==> src/hw/rtl/acde_pkg.sv <==
// Shared types, codes and digit helpers for the alarm clock with digit edit.
// Used by acde_core and alarm_clock_with_digit_edit; no dependencies.
`timescale 1ns / 1ps

package acde_pkg;

   // Action codes of an input transaction.
   localparam logic [2:0] ACT_TICK        = 3'd0;
   localparam logic [2:0] ACT_DIGIT       = 3'd1;
   localparam logic [2:0] ACT_INC         = 3'd2;
   localparam logic [2:0] ACT_DEC         = 3'd3;
   localparam logic [2:0] ACT_CURSOR_NEXT = 3'd4;
   localparam logic [2:0] ACT_CURSOR_PREV = 3'd5;
   localparam logic [2:0] ACT_TIME_KEY    = 3'd6;
   localparam logic [2:0] ACT_ALARM_KEY   = 3'd7;

   // Edit mode codes.
   localparam logic [1:0] MODE_RUN   = 2'd0;
   localparam logic [1:0] MODE_TIME  = 2'd1;
   localparam logic [1:0] MODE_ALARM = 2'd2;

   // Key press length codes; anything at or above PRESS_LONG counts as long.
   localparam logic [1:0] PRESS_SHORT = 2'd0;
   localparam logic [1:0] PRESS_LONG  = 2'd2;

   localparam int unsigned NUM_DIGITS = 6;
   localparam logic [2:0] CURSOR_LAST = 3'd5;
   localparam logic [3:0] DIGIT_MAX   = 4'd9;
   localparam logic [3:0] TENS_MAX    = 4'd5;
   localparam logic [5:0] SIXTY_LAST  = 6'd59;
   localparam logic [4:0] HOUR_LAST   = 5'd23;
   localparam logic [6:0] HOURS_DAY   = 7'd24;
   localparam logic [7:0] TPS_RESET   = 8'd20;

   typedef struct packed {
      logic [2:0] action;
      logic [3:0] digit_value;
      logic [1:0] press_length;
   } item_type;

   typedef struct packed {
      logic [4:0] now_hours;
      logic [5:0] now_minutes;
      logic [5:0] now_seconds;
      logic       alarm_fired;
      logic       alarm_on;
      logic [1:0] mode;
      logic [2:0] cursor;
      logic [3:0] cursor_digit;
   } result_type;

   // Tens digit of a value below 60, found by a short compare chain.
   function automatic logic [3:0] tens_of(input logic [5:0] v);
      logic [3:0] t;
      t = 4'd0;
      for (int i = 1; i <= 5; i++) begin
         if (v >= 6'(i * 10)) t = 4'(i);
      end
      return t;
   endfunction

   function automatic logic [3:0] units_of(input logic [5:0] v);
      logic [5:0] u;
      u = v - 6'(tens_of(v)) * 6'd10;
      return u[3:0];
   endfunction

   function automatic logic [6:0] to_value(input logic [3:0] t, input logic [3:0] u);
      return 7'(t) * 7'd10 + 7'(u);
   endfunction

endpackage

==> src/hw/rtl/acde_core.sv <==
// Clock, alarm and edit-digit state with the single-pass update for one transaction.
// Depends on acde_pkg for codes, types and digit helpers.
`timescale 1ns / 1ps

module acde_core (
   input  logic                 clock,
   input  logic                 reset,
   input  logic                 step_en,
   input  acde_pkg::item_type   item,
   input  logic [7:0]           ticks_per_second,
   output acde_pkg::result_type result
);

   logic [7:0] prescale_ff, prescale_in;
   logic [4:0] now_hour_ff, now_hour_in;
   logic [5:0] now_minute_ff, now_minute_in;
   logic [5:0] now_second_ff, now_second_in;
   logic [4:0] alarm_hour_ff, alarm_hour_in;
   logic [5:0] alarm_minute_ff, alarm_minute_in;
   logic [5:0] alarm_second_ff, alarm_second_in;
   logic       armed_ff, armed_in;
   logic [1:0] mode_ff, mode_in;
   logic [2:0] cursor_ff, cursor_in;
   logic [3:0] digits_ff [acde_pkg::NUM_DIGITS];
   logic [3:0] digits_in [acde_pkg::NUM_DIGITS];

   logic [3:0] cmt_digits [acde_pkg::NUM_DIGITS];
   logic [3:0] load_digits [acde_pkg::NUM_DIGITS];
   logic [6:0] cmt_hour, cmt_minute, cmt_second;
   logic [3:0] cur_digit, new_digit;
   logic [7:0] pre_inc;
   logic       editing, long_press, fired;

   // Digits after commit clamping, and the current time split into digits.
   always_comb begin
      cmt_digits = digits_ff;
      if (acde_pkg::to_value(digits_ff[0], digits_ff[1]) >= acde_pkg::HOURS_DAY) begin
         cmt_digits[0] = 4'd0;
         cmt_digits[1] = 4'd0;
      end
      if (digits_ff[2] > acde_pkg::TENS_MAX) cmt_digits[2] = acde_pkg::TENS_MAX;
      if (digits_ff[4] > acde_pkg::TENS_MAX) cmt_digits[4] = acde_pkg::TENS_MAX;
      cmt_hour   = acde_pkg::to_value(cmt_digits[0], cmt_digits[1]);
      cmt_minute = acde_pkg::to_value(cmt_digits[2], cmt_digits[3]);
      cmt_second = acde_pkg::to_value(cmt_digits[4], cmt_digits[5]);

      load_digits[0] = acde_pkg::tens_of({1'b0, now_hour_ff});
      load_digits[1] = acde_pkg::units_of({1'b0, now_hour_ff});
      load_digits[2] = acde_pkg::tens_of(now_minute_ff);
      load_digits[3] = acde_pkg::units_of(now_minute_ff);
      load_digits[4] = acde_pkg::tens_of(now_second_ff);
      load_digits[5] = acde_pkg::units_of(now_second_ff);
   end

   always_comb begin
      prescale_in     = prescale_ff;
      now_hour_in     = now_hour_ff;
      now_minute_in   = now_minute_ff;
      now_second_in   = now_second_ff;
      alarm_hour_in   = alarm_hour_ff;
      alarm_minute_in = alarm_minute_ff;
      alarm_second_in = alarm_second_ff;
      armed_in        = armed_ff;
      mode_in         = mode_ff;
      cursor_in       = cursor_ff;
      digits_in       = digits_ff;
      editing         = mode_ff != acde_pkg::MODE_RUN;
      long_press      = item.press_length >= acde_pkg::PRESS_LONG;
      pre_inc         = prescale_ff + 8'd1;
      fired           = 1'b0;

      cur_digit = 4'd0;
      for (int i = 0; i < acde_pkg::NUM_DIGITS; i++) begin
         if (cursor_ff == 3'(i)) cur_digit = digits_ff[i];
      end

      new_digit = cur_digit;
      case (item.action)
         acde_pkg::ACT_DIGIT: begin
            new_digit = (item.digit_value > acde_pkg::DIGIT_MAX) ? acde_pkg::DIGIT_MAX
                                                                 : item.digit_value;
         end
         acde_pkg::ACT_INC: begin
            if (cur_digit < acde_pkg::DIGIT_MAX) new_digit = cur_digit + 4'd1;
         end
         acde_pkg::ACT_DEC: begin
            if (cur_digit != 4'd0) new_digit = cur_digit - 4'd1;
         end
         default: new_digit = cur_digit;
      endcase

      case (item.action)
         acde_pkg::ACT_TICK: begin
            if (!editing) begin
               if (pre_inc < ticks_per_second) begin
                  prescale_in = pre_inc;
               end else begin
                  prescale_in = 8'd0;
                  if (now_second_ff < acde_pkg::SIXTY_LAST) begin
                     now_second_in = now_second_ff + 6'd1;
                  end else begin
                     now_second_in = 6'd0;
                     if (now_minute_ff < acde_pkg::SIXTY_LAST) begin
                        now_minute_in = now_minute_ff + 6'd1;
                     end else begin
                        now_minute_in = 6'd0;
                        now_hour_in = (now_hour_ff >= acde_pkg::HOUR_LAST) ? 5'd0
                                                                           : now_hour_ff + 5'd1;
                     end
                  end
               end
            end
         end
         acde_pkg::ACT_DIGIT, acde_pkg::ACT_INC, acde_pkg::ACT_DEC: begin
            if (editing) begin
               for (int i = 0; i < acde_pkg::NUM_DIGITS; i++) begin
                  if (cursor_ff == 3'(i)) digits_in[i] = new_digit;
               end
            end
         end
         acde_pkg::ACT_CURSOR_NEXT: begin
            if (editing) begin
               cursor_in = (cursor_ff >= acde_pkg::CURSOR_LAST) ? 3'd0 : cursor_ff + 3'd1;
            end
         end
         acde_pkg::ACT_CURSOR_PREV: begin
            if (editing) begin
               cursor_in = (cursor_ff == 3'd0) ? acde_pkg::CURSOR_LAST : cursor_ff - 3'd1;
            end
         end
         acde_pkg::ACT_TIME_KEY: begin
            if (mode_ff == acde_pkg::MODE_TIME) begin
               mode_in   = acde_pkg::MODE_RUN;
               cursor_in = acde_pkg::CURSOR_LAST;
               if (item.press_length == acde_pkg::PRESS_SHORT) begin
                  digits_in     = cmt_digits;
                  now_hour_in   = cmt_hour[4:0];
                  now_minute_in = cmt_minute[5:0];
                  now_second_in = cmt_second[5:0];
               end
            end else if (mode_ff == acde_pkg::MODE_RUN) begin
               digits_in = load_digits;
               mode_in   = acde_pkg::MODE_TIME;
            end
         end
         acde_pkg::ACT_ALARM_KEY: begin
            if (mode_ff != acde_pkg::MODE_TIME) begin
               if (long_press) begin
                  armed_in  = !armed_ff;
                  mode_in   = acde_pkg::MODE_RUN;
                  cursor_in = acde_pkg::CURSOR_LAST;
               end else if (mode_ff == acde_pkg::MODE_ALARM) begin
                  mode_in   = acde_pkg::MODE_RUN;
                  cursor_in = acde_pkg::CURSOR_LAST;
                  if (item.press_length == acde_pkg::PRESS_SHORT) begin
                     digits_in       = cmt_digits;
                     alarm_hour_in   = cmt_hour[4:0];
                     alarm_minute_in = cmt_minute[5:0];
                     alarm_second_in = cmt_second[5:0];
                  end
               end else begin
                  digits_in = load_digits;
                  mode_in   = acde_pkg::MODE_ALARM;
               end
            end
         end
         default: begin
            mode_in = mode_ff;
         end
      endcase

      // The alarm fires once on a match and disarms itself.
      if (armed_in && now_hour_in == alarm_hour_in && now_minute_in == alarm_minute_in
          && now_second_in == alarm_second_in) begin
         fired    = 1'b1;
         armed_in = 1'b0;
      end

      result.now_hours    = now_hour_in;
      result.now_minutes  = now_minute_in;
      result.now_seconds  = now_second_in;
      result.alarm_fired  = fired;
      result.alarm_on     = armed_in;
      result.mode         = mode_in;
      result.cursor       = cursor_in;
      result.cursor_digit = 4'd0;
      for (int i = 0; i < acde_pkg::NUM_DIGITS; i++) begin
         if (cursor_in == 3'(i)) result.cursor_digit = digits_in[i];
      end
   end

   always_ff @(posedge clock) begin
      if (reset) begin
         prescale_ff     <= 8'd0;
         now_hour_ff     <= 5'd0;
         now_minute_ff   <= 6'd0;
         now_second_ff   <= 6'd0;
         alarm_hour_ff   <= 5'd0;
         alarm_minute_ff <= 6'd0;
         alarm_second_ff <= 6'd0;
         armed_ff        <= 1'b0;
         mode_ff         <= acde_pkg::MODE_RUN;
         cursor_ff       <= acde_pkg::CURSOR_LAST;
         for (int i = 0; i < acde_pkg::NUM_DIGITS; i++) digits_ff[i] <= 4'd0;
      end else if (step_en) begin
         prescale_ff     <= prescale_in;
         now_hour_ff     <= now_hour_in;
         now_minute_ff   <= now_minute_in;
         now_second_ff   <= now_second_in;
         alarm_hour_ff   <= alarm_hour_in;
         alarm_minute_ff <= alarm_minute_in;
         alarm_second_ff <= alarm_second_in;
         armed_ff        <= armed_in;
         mode_ff         <= mode_in;
         cursor_ff       <= cursor_in;
         digits_ff       <= digits_in;
      end
   end

endmodule

==> src/hw/rtl/alarm_clock_with_digit_edit.sv <==
// Alarm clock with digit edit: top level with input register, result register
// and the ticks-per-second control register. Depends on acde_pkg and acde_core.
// A request is held in the input register and its core update is stored in the result register.
// Throughput: one transaction per cycle while rsp_ready stays high; the update is a single pass through acde_core.
// Reset (synchronous, active high) clears the clock and alarm, runs the clock,
// puts the cursor on the last digit and sets ticks_per_second to 20.
`timescale 1ns / 1ps

module alarm_clock_with_digit_edit (
   input  logic       clock,
   input  logic       reset,
   input  logic       csr_wr_en,
   input  logic [7:0] csr_wr_data,
   input  logic       req_valid,
   output logic       req_ready,
   input  logic [2:0] req_action,
   input  logic [3:0] req_digit_value,
   input  logic [1:0] req_press_length,
   output logic       rsp_valid,
   input  logic       rsp_ready,
   output logic [4:0] rsp_now_hours,
   output logic [5:0] rsp_now_minutes,
   output logic [5:0] rsp_now_seconds,
   output logic       rsp_alarm_fired,
   output logic       rsp_alarm_on,
   output logic [1:0] rsp_mode,
   output logic [2:0] rsp_cursor,
   output logic [3:0] rsp_cursor_digit
);

   logic [7:0]           ticks_per_second_ff;
   logic                 item_valid_ff;
   acde_pkg::item_type   item_ff;
   logic                 rsp_valid_ff;
   acde_pkg::result_type rsp_ff;
   acde_pkg::result_type core_result;
   logic                 step_en;

   // A transaction leaves the input register when the result register is free or draining.
   assign step_en   = item_valid_ff && (!rsp_valid_ff || rsp_ready);
   assign req_ready = !item_valid_ff || step_en;

   always_ff @(posedge clock) begin
      if (reset) begin
         ticks_per_second_ff <= acde_pkg::TPS_RESET;
      end else if (csr_wr_en) begin
         ticks_per_second_ff <= csr_wr_data;
      end
   end

   always_ff @(posedge clock) begin
      if (reset) begin
         item_valid_ff <= 1'b0;
      end else if (req_ready) begin
         item_valid_ff <= req_valid;
      end
   end

   always_ff @(posedge clock) begin
      if (req_valid && req_ready) begin
         item_ff.action       <= req_action;
         item_ff.digit_value  <= req_digit_value;
         item_ff.press_length <= req_press_length;
      end
   end

   acde_core u_core (
      .clock            (clock),
      .reset            (reset),
      .step_en          (step_en),
      .item             (item_ff),
      .ticks_per_second (ticks_per_second_ff),
      .result           (core_result)
   );

   always_ff @(posedge clock) begin
      if (reset) begin
         rsp_valid_ff <= 1'b0;
      end else if (step_en) begin
         rsp_valid_ff <= 1'b1;
      end else if (rsp_ready) begin
         rsp_valid_ff <= 1'b0;
      end
   end

   always_ff @(posedge clock) begin
      if (step_en) rsp_ff <= core_result;
   end

   assign rsp_valid        = rsp_valid_ff;
   assign rsp_now_hours    = rsp_ff.now_hours;
   assign rsp_now_minutes  = rsp_ff.now_minutes;
   assign rsp_now_seconds  = rsp_ff.now_seconds;
   assign rsp_alarm_fired  = rsp_ff.alarm_fired;
   assign rsp_alarm_on     = rsp_ff.alarm_on;
   assign rsp_mode         = rsp_ff.mode;
   assign rsp_cursor       = rsp_ff.cursor;
   assign rsp_cursor_digit = rsp_ff.cursor_digit;

endmodule
==> config.mk <==
export PLATFORM = sky130hd
export DESIGN_NAME = alarm_clock_with_digit_edit
export DESIGN_NICKNAME = d
export VERILOG_FILES = /design/src/hw/rtl/acde_pkg.sv /design/src/hw/rtl/acde_core.sv /design/src/hw/rtl/alarm_clock_with_digit_edit.sv
export SDC_FILE = /design/constraint.sdc
export NUM_CORES = 1
export LEC_CHECK = 0
export BUFFER_PORTS_ARGS = -buffer_cell sky130_fd_sc_hd__buf_2
export CAP_MARGIN = 20
export CELL_PAD_IN_SITES_DETAIL_PLACEMENT = 0
export CELL_PAD_IN_SITES_GLOBAL_PLACEMENT = 1
export CORE_MARGIN = 1
export CORE_UTILIZATION = 47
export DETAILED_ROUTE_END_ITERATION = 6
export GPL_ROUTABILITY_DRIVEN = 0
export PLACE_DENSITY_LB_ADDON = 0.1
export SYNTH_ARGS = -nofsm -noshare
export SYNTH_HDL_FRONTEND = slang
export SYNTH_SLANG_ARGS = --single-unit
==> constraint.sdc <==
create_clock -name clock -period 5.9 [get_ports clock]
set_input_delay 0 -clock clock [delete_from_list [all_inputs] [get_ports clock]]
set_output_delay 0 -clock clock [all_outputs]
set_load 0.05 [all_outputs]
### Word-level counts from Yosys, hierarchy flattened

Cells that the tools add are included.

* bitwise gates (word level): 1
* multipliers: 7
* eq/ne operators: 23
* multiplexer cells: 107
* reductions and logical operators: 20
* order comparisons: 26
* add/sub/neg operators: 15

Operators by type and width (number)
* two-way mux 24 bit: 7
* two-way mux 6 bit: 21
* two-way mux 4 bit: 23
* case mux 24 bit (3 select lines): 1
* two-way mux 5 bit: 12
* two-way mux 3 bit: 14
* == test 3 bit, second input constant: 8
* greater-or-equal comparator 6 x 5 -> 1 bit, second input constant: 4
* greater-or-equal comparator 6 bit, second input constant: 4
* case mux 6 bit (2 select lines): 2
* two-way mux 2 bit: 11
* == test 3 x 2 -> 1 bit, second input constant: 6
* two-way mux 8 bit: 2
* greater-or-equal comparator 5 bit, second input constant: 3
* adder 6 x 1 -> 6 bit, second input constant: 2
* adder 6 x 4 -> 6 bit: 2
* == test 6 bit: 2
* greater-or-equal comparator 5 x 6 -> 1 bit, second input constant: 2
* greater-or-equal comparator 6 x 4 -> 1 bit, second input constant: 2
* less-than comparator 6 bit, second input constant: 2
* case mux 3 bit (4 select lines): 1
* case mux 4 bit (3 select lines): 1
* subtractor 4 bit: 3
* multiplier 4 x 3 -> 5 bit, second input constant: 2
* other kinds (37): 62

* word-level logic and storage cells: 229
* output and inout port bits: 30
* flip-flop bits (word level): 119
* input port bits: 22

### Depth between registers and ports, before layout

Gate-level depths: netlist of run 1.

* depth in word-level cells: 19
* gate-level depth with buffers: 20
* gate-level depth less buffers: 19

### Cells and area by module

Synthesis of run 1 repeated with hierarchy kept, for this count alone.

* cell total of the unflattened synthesis: 1270
* area, all modules: 9823.2 um^2

Modules (own cells, without submodules)
* acde_core: sequential area each 1441.4 um^2, instances 1, area each 8334.2 um^2, cells each 1197
* alarm_clock_with_digit_edit: sequential area each 1311.3 um^2, instances 1, area each 1488.9 um^2, cells each 73

### Worst setup path after synthesis of run 1

OpenSTA, ideal clock, no wires.

* path type: reg-to-reg
* from: reg u_core.digits_ff[21] (netlist bit)
* to: reg rsp_ff, in the netlist rsp_alarm_on, data pin
* clock period less this slack: 4.852 ns
* stages on the path, launching flop included: 21
* data required time: 5.640 ns
* arrival: 4.592 ns
* setup slack: 1.048 ns
* setup time: 0.260 ns
* path buffers: 1
* cell sequence: dfxtp_1 ha_1 ha_1 fa_1 inv_1 a31oi_1 a2bb2oi_1 clkbuf_1 and3_1 ha_1 ha_1 xnor2_1 nor2_1 a21oi_1 nor2_1 a2111o_1 and3_1 a211oi_1 o21ai_0 nor4b_2 nor2_1

RTL lines
* start, declared: RTL line acde_core.sv:24 `logic [3:0] digits_ff [acde_pkg::NUM_DIGITS];`
* start signal, assigned: RTL line acde_core.sv:216 `digits_ff <= digits_in;`
* end signal, assigned: RTL line alarm_clock_with_digit_edit.sv:87 `if (step_en) rsp_ff <= core_result;`
* end, declared: RTL line alarm_clock_with_digit_edit.sv:35 `acde_pkg::result_type rsp_ff;`

==> results of run 1 <==
[power breakdown]
group / switching (W) / internal, W / leakage [nW]
Sequential: 0.0000423 / 0.000878 / 1.02
Clock: 0.000429 / 0.000617 / 0.294
Combinational: 0.000321 / 0.000162 / 3.09
[metrics by stage]
step	worst slack (ns)	util	cells	total power (W)	hold WS, ns
floorplan	1.048	-	1337	0.001254	0.09887
global placement	0.5120	0.4964	1593	0.001391	0.1762
detailed placement	0.3874	0.4964	1593	0.001393	0.1781
CTS	0.3844	0.5366	1651	0.002446	0.001608
global route	0.08927	0.5376	1653	0.002534	0.01473
finish	0.6081	0.5376	1653	0.002448	0.01376
[layer usage]
metal | global-route usage | vias up
met5 | 0 | -
met4 | 0.1536 | 0
met3 | 0.04448 | 94
met2 | 0.5390 | 455
met1 | 0.4302 | 4870
li1 | - | 4947
[cell type report]
class                      count  share of cell area
inverter                      47             0.01572
clock buffer                  21             0.04461
multi-input combinational   1084              0.6002
tap                          275             0.03044
timing repair buffer          96             0.05823
clock inverter                11            0.007196
sequential                   119              0.2436
[what timing repair did]
action,in CTS,in global routing
endpoints found under the setup margin,0,1
endpoints found under the hold margin,19,0
resized for setup,0,1
hold buffers,26,0
[critical path: cells and delay by family, from the launching register on]
family	cells	cell delay [ns]
fa+ha+maj	5	1.59
simple gates	6	1.03
xor+xnor	2	0.97
compound gates	4	0.97
flops	1	0.49
[placed cells by master (no fill, tap or decap), drive strengths merged, types with 26 or more instances in the layout]
cell and instances:
a211oi 38, ha 52, inv 50, nand2 187
nor3 32, a21oi 110, buf 70, nor2 154
edfxtp 37, nand3 38, mux2i 32, dlygate4sd3 26
dfxtp 82, o21ai 92
[path summary, 6_finish.rpt]
kind	to	slack, ns	cells past startpoint
worst max-delay path	rsp_alarm_on$_DFFE_PP_	0.61	17
worst min-delay path	ticks_per_second_ff[7]$_SDFFE_PP0P_	0.01	3
worst max register to register	rsp_alarm_on$_DFFE_PP_	0.61	17
worst min register to register	u_core.alarm_second_ff[2]$_SDFFE_PP0P_	0.45	2
[sequential cells by signal, indices dropped and copies added (netlist names), 8 cells and up]
signal,cells
u_core.digits_ff,16
ticks_per_second_ff,8
item_ff,9
u_core.prescale_ff,8
u_core.cmt_digits,8
[cell families (layout without fill, tap and decap cells)]
| kind of cell | count (synthesis) | in the layout | synth area share |
|---|---|---|---|
| mux | 38 | 38 | 0.03859 |
| buf+inv | 134 | 175 | 0.05253 |
| xor+xnor | 38 | 38 | 0.03311 |
| simple gates | 539 | 539 | 0.2511 |
| flops | 119 | 119 | 0.2739 |
| compound gates | 409 | 409 | 0.2701 |
| fa+ha+maj | 60 | 60 | 0.08067 |
==> impl_metrics.tcl, run 1 <==
set metrics [dict create \
    yosys.area.top_type "dfxtp_1" \
    synth_top_area_share 0.1633 \
    fin_tns_setup_ns 0 \
    drive_gt1_frac 0.1045 \
    synthArstFlopShare 0 \
    leakage_nw 4.413 \
    arrival_ns 5.47 \
    drtIter0Drc 823 \
    drc 0 \
    wire_per_inst_um 21.38 \
    yosysUniqueCellTypes 89 \
    grt_overflow_total 0 \
    worstMarginPinSlew_ns 1.011 \
    wl_met2_um 16310 \
    drtPass1Iterations 6 \
    wl_um 35350 \
    cp_data_required_time_ns 6.07 \
    antenna_found_initial 0 \
    avgSynthCellArea_um2 7.517 \
    cts.clk_slew.worst_paths_ns 0.06 \
    ys_seq_area_frac 0.2739 \
    h-tree-depth 4 \
    ys_ff_latch 119 \
    synth_nets 1419 \
    cp_common_cell "ha_1" \
    hp-class "in2reg" \
    status "complete, no violations" \
    path_max_fanout 12 \
    netlist_area_mm2 0.01005 \
    min-delay-start "csr_wr_en" \
    ys_top_cells_by_area "dfxtp_1 16%, edfxtp_1 11%, nand2_1 7.0%" \
    clock-sinks 119 \
    fill_cells 2078 \
    cts-root-buf "clkbuf_16" \
    finalCritPeriodShare 0.8969 \
    cts_tree "yes" \
    yosysMostFrequentCell "nand2_1" \
    ios 52 \
    ys.flop_type "dfxtp_1" \
    maxCapViolations 0 \
    grt_start_max_net_pins 51 \
    die_w_um 148.2 \
    gr-usage-all-layers 0.3297 \
    io_buffers 51 \
    rsz0062_at_grt "false" \
    die_h_um 148.2 \
    yosysWarnings 0 \
    criticalPathCategory "reg2reg" \
    worstSetupStartpointType "flop" \
    cp_slowest_cell "xnor2_1" \
    insertedDiodeCount 0 \
    ys_top_cells_by_count "187 x nand2_1, 153 x nor2_1, 110 x a21oi_1" \
    initial_core_util 0.4781 \
    end_kind "flop" \
    finalHoldViolations 0 \
    synthToLayoutAreaGrowth_pct 12.45 \
    irDropWorstVdd_uv 180.4 \
    final_cell_area_mm2 0.01130 \
    place_hpwl_um 25550 \
    avgViaCountPerCell 6.271 \
    synthCells 1337 \
    min_period_ns 5.292 \
    skew_ns 0.01064 \
    cts.path.max_buffers 2 \
    max_stage_delay_ns 0.60 \
    final_nets 1447 \
    antenna_left 0 \
    timing.fmax_mhz 189.0 \
    final_max_slew_viol_count 0 \
    relSlewSlack 0.3233 \
    core-area_mm2 0.02102 \
    setup_viol 0 \
    met3WireLength_um 2419 \
    cts_buffers 17 \
    cp-startpoint "u_core.digits_ff[23]$_SDFFE_PP0P_" \
    ff_latch_area_mm2 0.002753 \
    clkLatencyLatePin_ns 0.43 \
    place_area_mm2 0.01044 \
    power.density_mw_per_mm2 216.6 \
    grt_pass1_vias 9718 \
    dieArea_mm2 0.02197 \
    crit_path_cell_trace "ha_1 > ha_1 > fa_1 > xnor2_1 > and3_1 > ha_1 > ha_1 > xnor2_1 > nor2_1 > a21oi_1 > nor2_1 > a2111o_1 > and3_1 > a211oi_1 > o21ai_0 > nor4b_2 > nor2_1" \
    synth-edff-count 37 \
    num_rows 53 \
    grt_pass1_wl_um 55390 \
    routed.top_layer "met4" \
    cts_setup_buffers 0 \
    route.vias.total 10366 \
    wirelength_met1_um 15230 \
    multi_input_area_mm2 0.006784 \
    r2r-start "u_core.digits_ff[23]$_SDFFE_PP0P_" \
]
(Power assumes the default switching activity.)
==> run 2: changes to the inputs <==
--- a/config.mk
+++ b/config.mk
@@ -9,7 +9,7 @@
 export CAP_MARGIN = 20
 export CELL_PAD_IN_SITES_DETAIL_PLACEMENT = 0
 export CELL_PAD_IN_SITES_GLOBAL_PLACEMENT = 1
-export CORE_MARGIN = 1
+export CORE_MARGIN = 2
 export CORE_UTILIZATION = 47
 export DETAILED_ROUTE_END_ITERATION = 6
 export GPL_ROUTABILITY_DRIVEN = 0
==> impl_metrics.tcl, run 2 (synthesized netlist as in run 1, its figures left out) <==
set metrics [dict create \
    cts_buffers 17 \
    critPathTopFamily "adder cells" \
    cts_tree "yes" \
    core-area_mm2 0.02102 \
    clock-sinks 119 \
    irDropWorstVdd_uv 146.3 \
    cp_slowest_cell "fa_1" \
    use_met2 0.5311 \
    final_cell_mix "187 x nand2_1, 153 x nor2_1, 110 x a21oi_1" \
    wl_um 35140 \
    arrival_ns 5.58 \
    cts_setup_buffers 0 \
    leakage_nw 4.384 \
    cts.path.max_buffers 2 \
    fill_cells 2048 \
    ff2ff_path_depth 19 \
    final_common_cell "nand2_1" \
    insertedDiodeCount 0 \
    dp_cells 1593 \
    die_w_um 150.2 \
    finalHoldViolations 0 \
    final_max_slew_viol_count 0 \
    power.density_mw_per_mm2 221.0 \
    top_register "u_core.digits_ff" \
    ios 52 \
    grt_pass1_wl_um 55260 \
    whs_ns 0.003242 \
    hold_end "ticks_per_second_ff[0]$_SDFFE_PP0P_" \
    end_kind "flop" \
    drc 0 \
    criticalPathCategory "reg2reg" \
    place_hpwl_um 25610 \
    hp-class "in2reg" \
    multi_input_area_mm2 0.006784 \
    route.vias.total 10362 \
    antenna_found_initial 0 \
    num_rows 53 \
    skew_ns 0.01439 \
    reg2reg_to "rsp_alarm_on$_DFFE_PP_" \
    grt_start_max_net_pins 53 \
    largest_registers "u_core.digits_ff x16, item_ff x9" \
    antenna_left 0 \
    die_h_um 150.2 \
    gr-usage-all-layers 0.3187 \
    path_buf_inv 1 \
    cts.clk_slew.worst_paths_ns 0.07 \
    ff_latch_area_mm2 0.002753 \
    cts-root-buf "clkbuf_16" \
    min-delay-start "csr_wr_en" \
    crit_path_cell_trace "ha_1 > ha_1 > fa_1 > inv_1 > a31oi_1 > a2bb2oi_2 > and3_1 > ha_1 > ha_1 > xnor2_1 > nor2_1 > a21oi_1 > nor2_1 > a2111o_1 > and3_1 > a211oi_1 > o21ai_0 > nor4b_2 > nor2_1" \
    drtIter0Drc 926 \
    relSlewSlack 0.2323 \
    path_max_fanout 12 \
    io_buffers 51 \
    grtUsageMet1 0.4105 \
    grt_pass1_vias 9762 \
    setup_viol 0 \
    largest_reg_flops 16 \
    clkLatencyLatePin_ns 0.43 \
    worstMarginPinSlew_ns 1.152 \
    r2r_slack_ns 0.50 \
    rsz0062_at_grt "false" \
    h-tree-depth 4 \
    drtPass1Iterations 6 \
    drive_gt1_frac 0.1026 \
    met3_usage 0.04455 \
    avgViaCountPerCell 6.284 \
    dieArea_mm2 0.02257 \
    hold_depth 3 \
    worstSetupStartpointType "flop" \
    cp_common_cell "ha_1" \
    grt_overflow_total 0 \
    fin_cells 1649 \
    finalCritPeriodShare 0.9145 \
    status "complete, no violations" \
    cp_data_required_time_ns 6.08 \
    initial_core_util 0.4781 \
    max_stage_delay_ns 0.60 \
    r2r-start "u_core.digits_ff[23]$_SDFFE_PP0P_" \
    synthToLayoutAreaGrowth_pct 12.30 \
    min_period_ns 5.395 \
    wire_per_inst_um 21.31 \
    maxCapViolations 0 \
    top_usage_layer "met2" \
    timing.fmax_mhz 185.3 \
    fin_tns_setup_ns 0 \
    final_nets 1443 \
]
[run 2: cell types whose count changed in the layout (fill, tap and decap cells not counted)]
| cell | change |
|---|---|
| clkbuf_16 | -3 |
| buf_4 | -2 |
| inv_4 | -3 |
| clkinv_1 | +1 |
| clkinvlp_4 | +4 |
| dlygate4sd3_1 | -2 |
| bufinv_16 | +3 |
| clkinv_2 | -2 |
[run 2: layout make-up]
class / count / area share
clock inverters: 14 / 0.01563
multi-input cells: 1084 / 0.6010
inverters: 47 / 0.01574
flip-flops and latches: 119 / 0.2439
well taps: 275 / 0.03048
clock buffers: 18 / 0.03802
repair buffers: 92 / 0.05520
[run 2: power by group]
group | total (W) | switching [W] | internal, W
Sequential | 0.000918 | 0.0000409 | 0.000877
Clock | 0.00110 | 0.000429 | 0.000667
Combinational | 0.000480 | 0.000320 | 0.000159
[run 2: worst max path at each step]
stage                     slack (ns)                     end  cells past startpoint                         startpoint
final                           0.50  rsp_alarm_on$_DFFE_PP_                     19  u_core.digits_ff[23]$_SDFFE_PP0P_
after detailed placement        0.36  rsp_alarm_on$_DFFE_PP_                     19  u_core.digits_ff[23]$_SDFFE_PP0P_
after global routing            0.06  rsp_alarm_on$_DFFE_PP_                     17  u_core.digits_ff[23]$_SDFFE_PP0P_
after floorplan                 1.05  rsp_alarm_on$_DFFE_PP_                     20  u_core.digits_ff[21]$_SDFFE_PP0P_
after CTS                       0.32  rsp_alarm_on$_DFFE_PP_                     19  u_core.digits_ff[23]$_SDFFE_PP0P_
after global placement          0.53  rsp_alarm_on$_DFFE_PP_                     19  u_core.digits_ff[23]$_SDFFE_PP0P_
[run 2: per-layer routing]
| metal | part of all wire | routed length (um) | vias to the layer above |
|---|---|---|---|
| met4 | 0.043 | 1503 | 0 |
| met2 | 0.46 | 16340 | 457 |
| met1 | 0.42 | 14840 | 4868 |
| met5 | 0 | 0 | - |
| met3 | 0.070 | 2455 | 96 |
| li1 | - | - | 4941 |
[run 2: tightest hold or removal path: stages]
cell     delay (ns)
buf_2          0.19
mux2i_1        0.14
nor2_1         0.07
[run 2: timing repair]
item                                    CTS  global route
endpoints found under the setup margin    0             3
hold buffers                             24             0
endpoints found under the hold margin    19             0
resized for setup                         0             1
[run 2: through the flow]
stage                     setup WS, ns  total power [W]    util  instance area [um^2]
after floorplan                  1.048         0.001254       -                 10050
after global placement          0.5343         0.001390  0.4964                 10440
after detailed placement        0.3580         0.001392  0.4964                 10440
after CTS                       0.3225         0.002499  0.5366                 11280
after global routing           0.05693         0.002585  0.5369                 11290
final                           0.5045         0.002495  0.5369                 11290
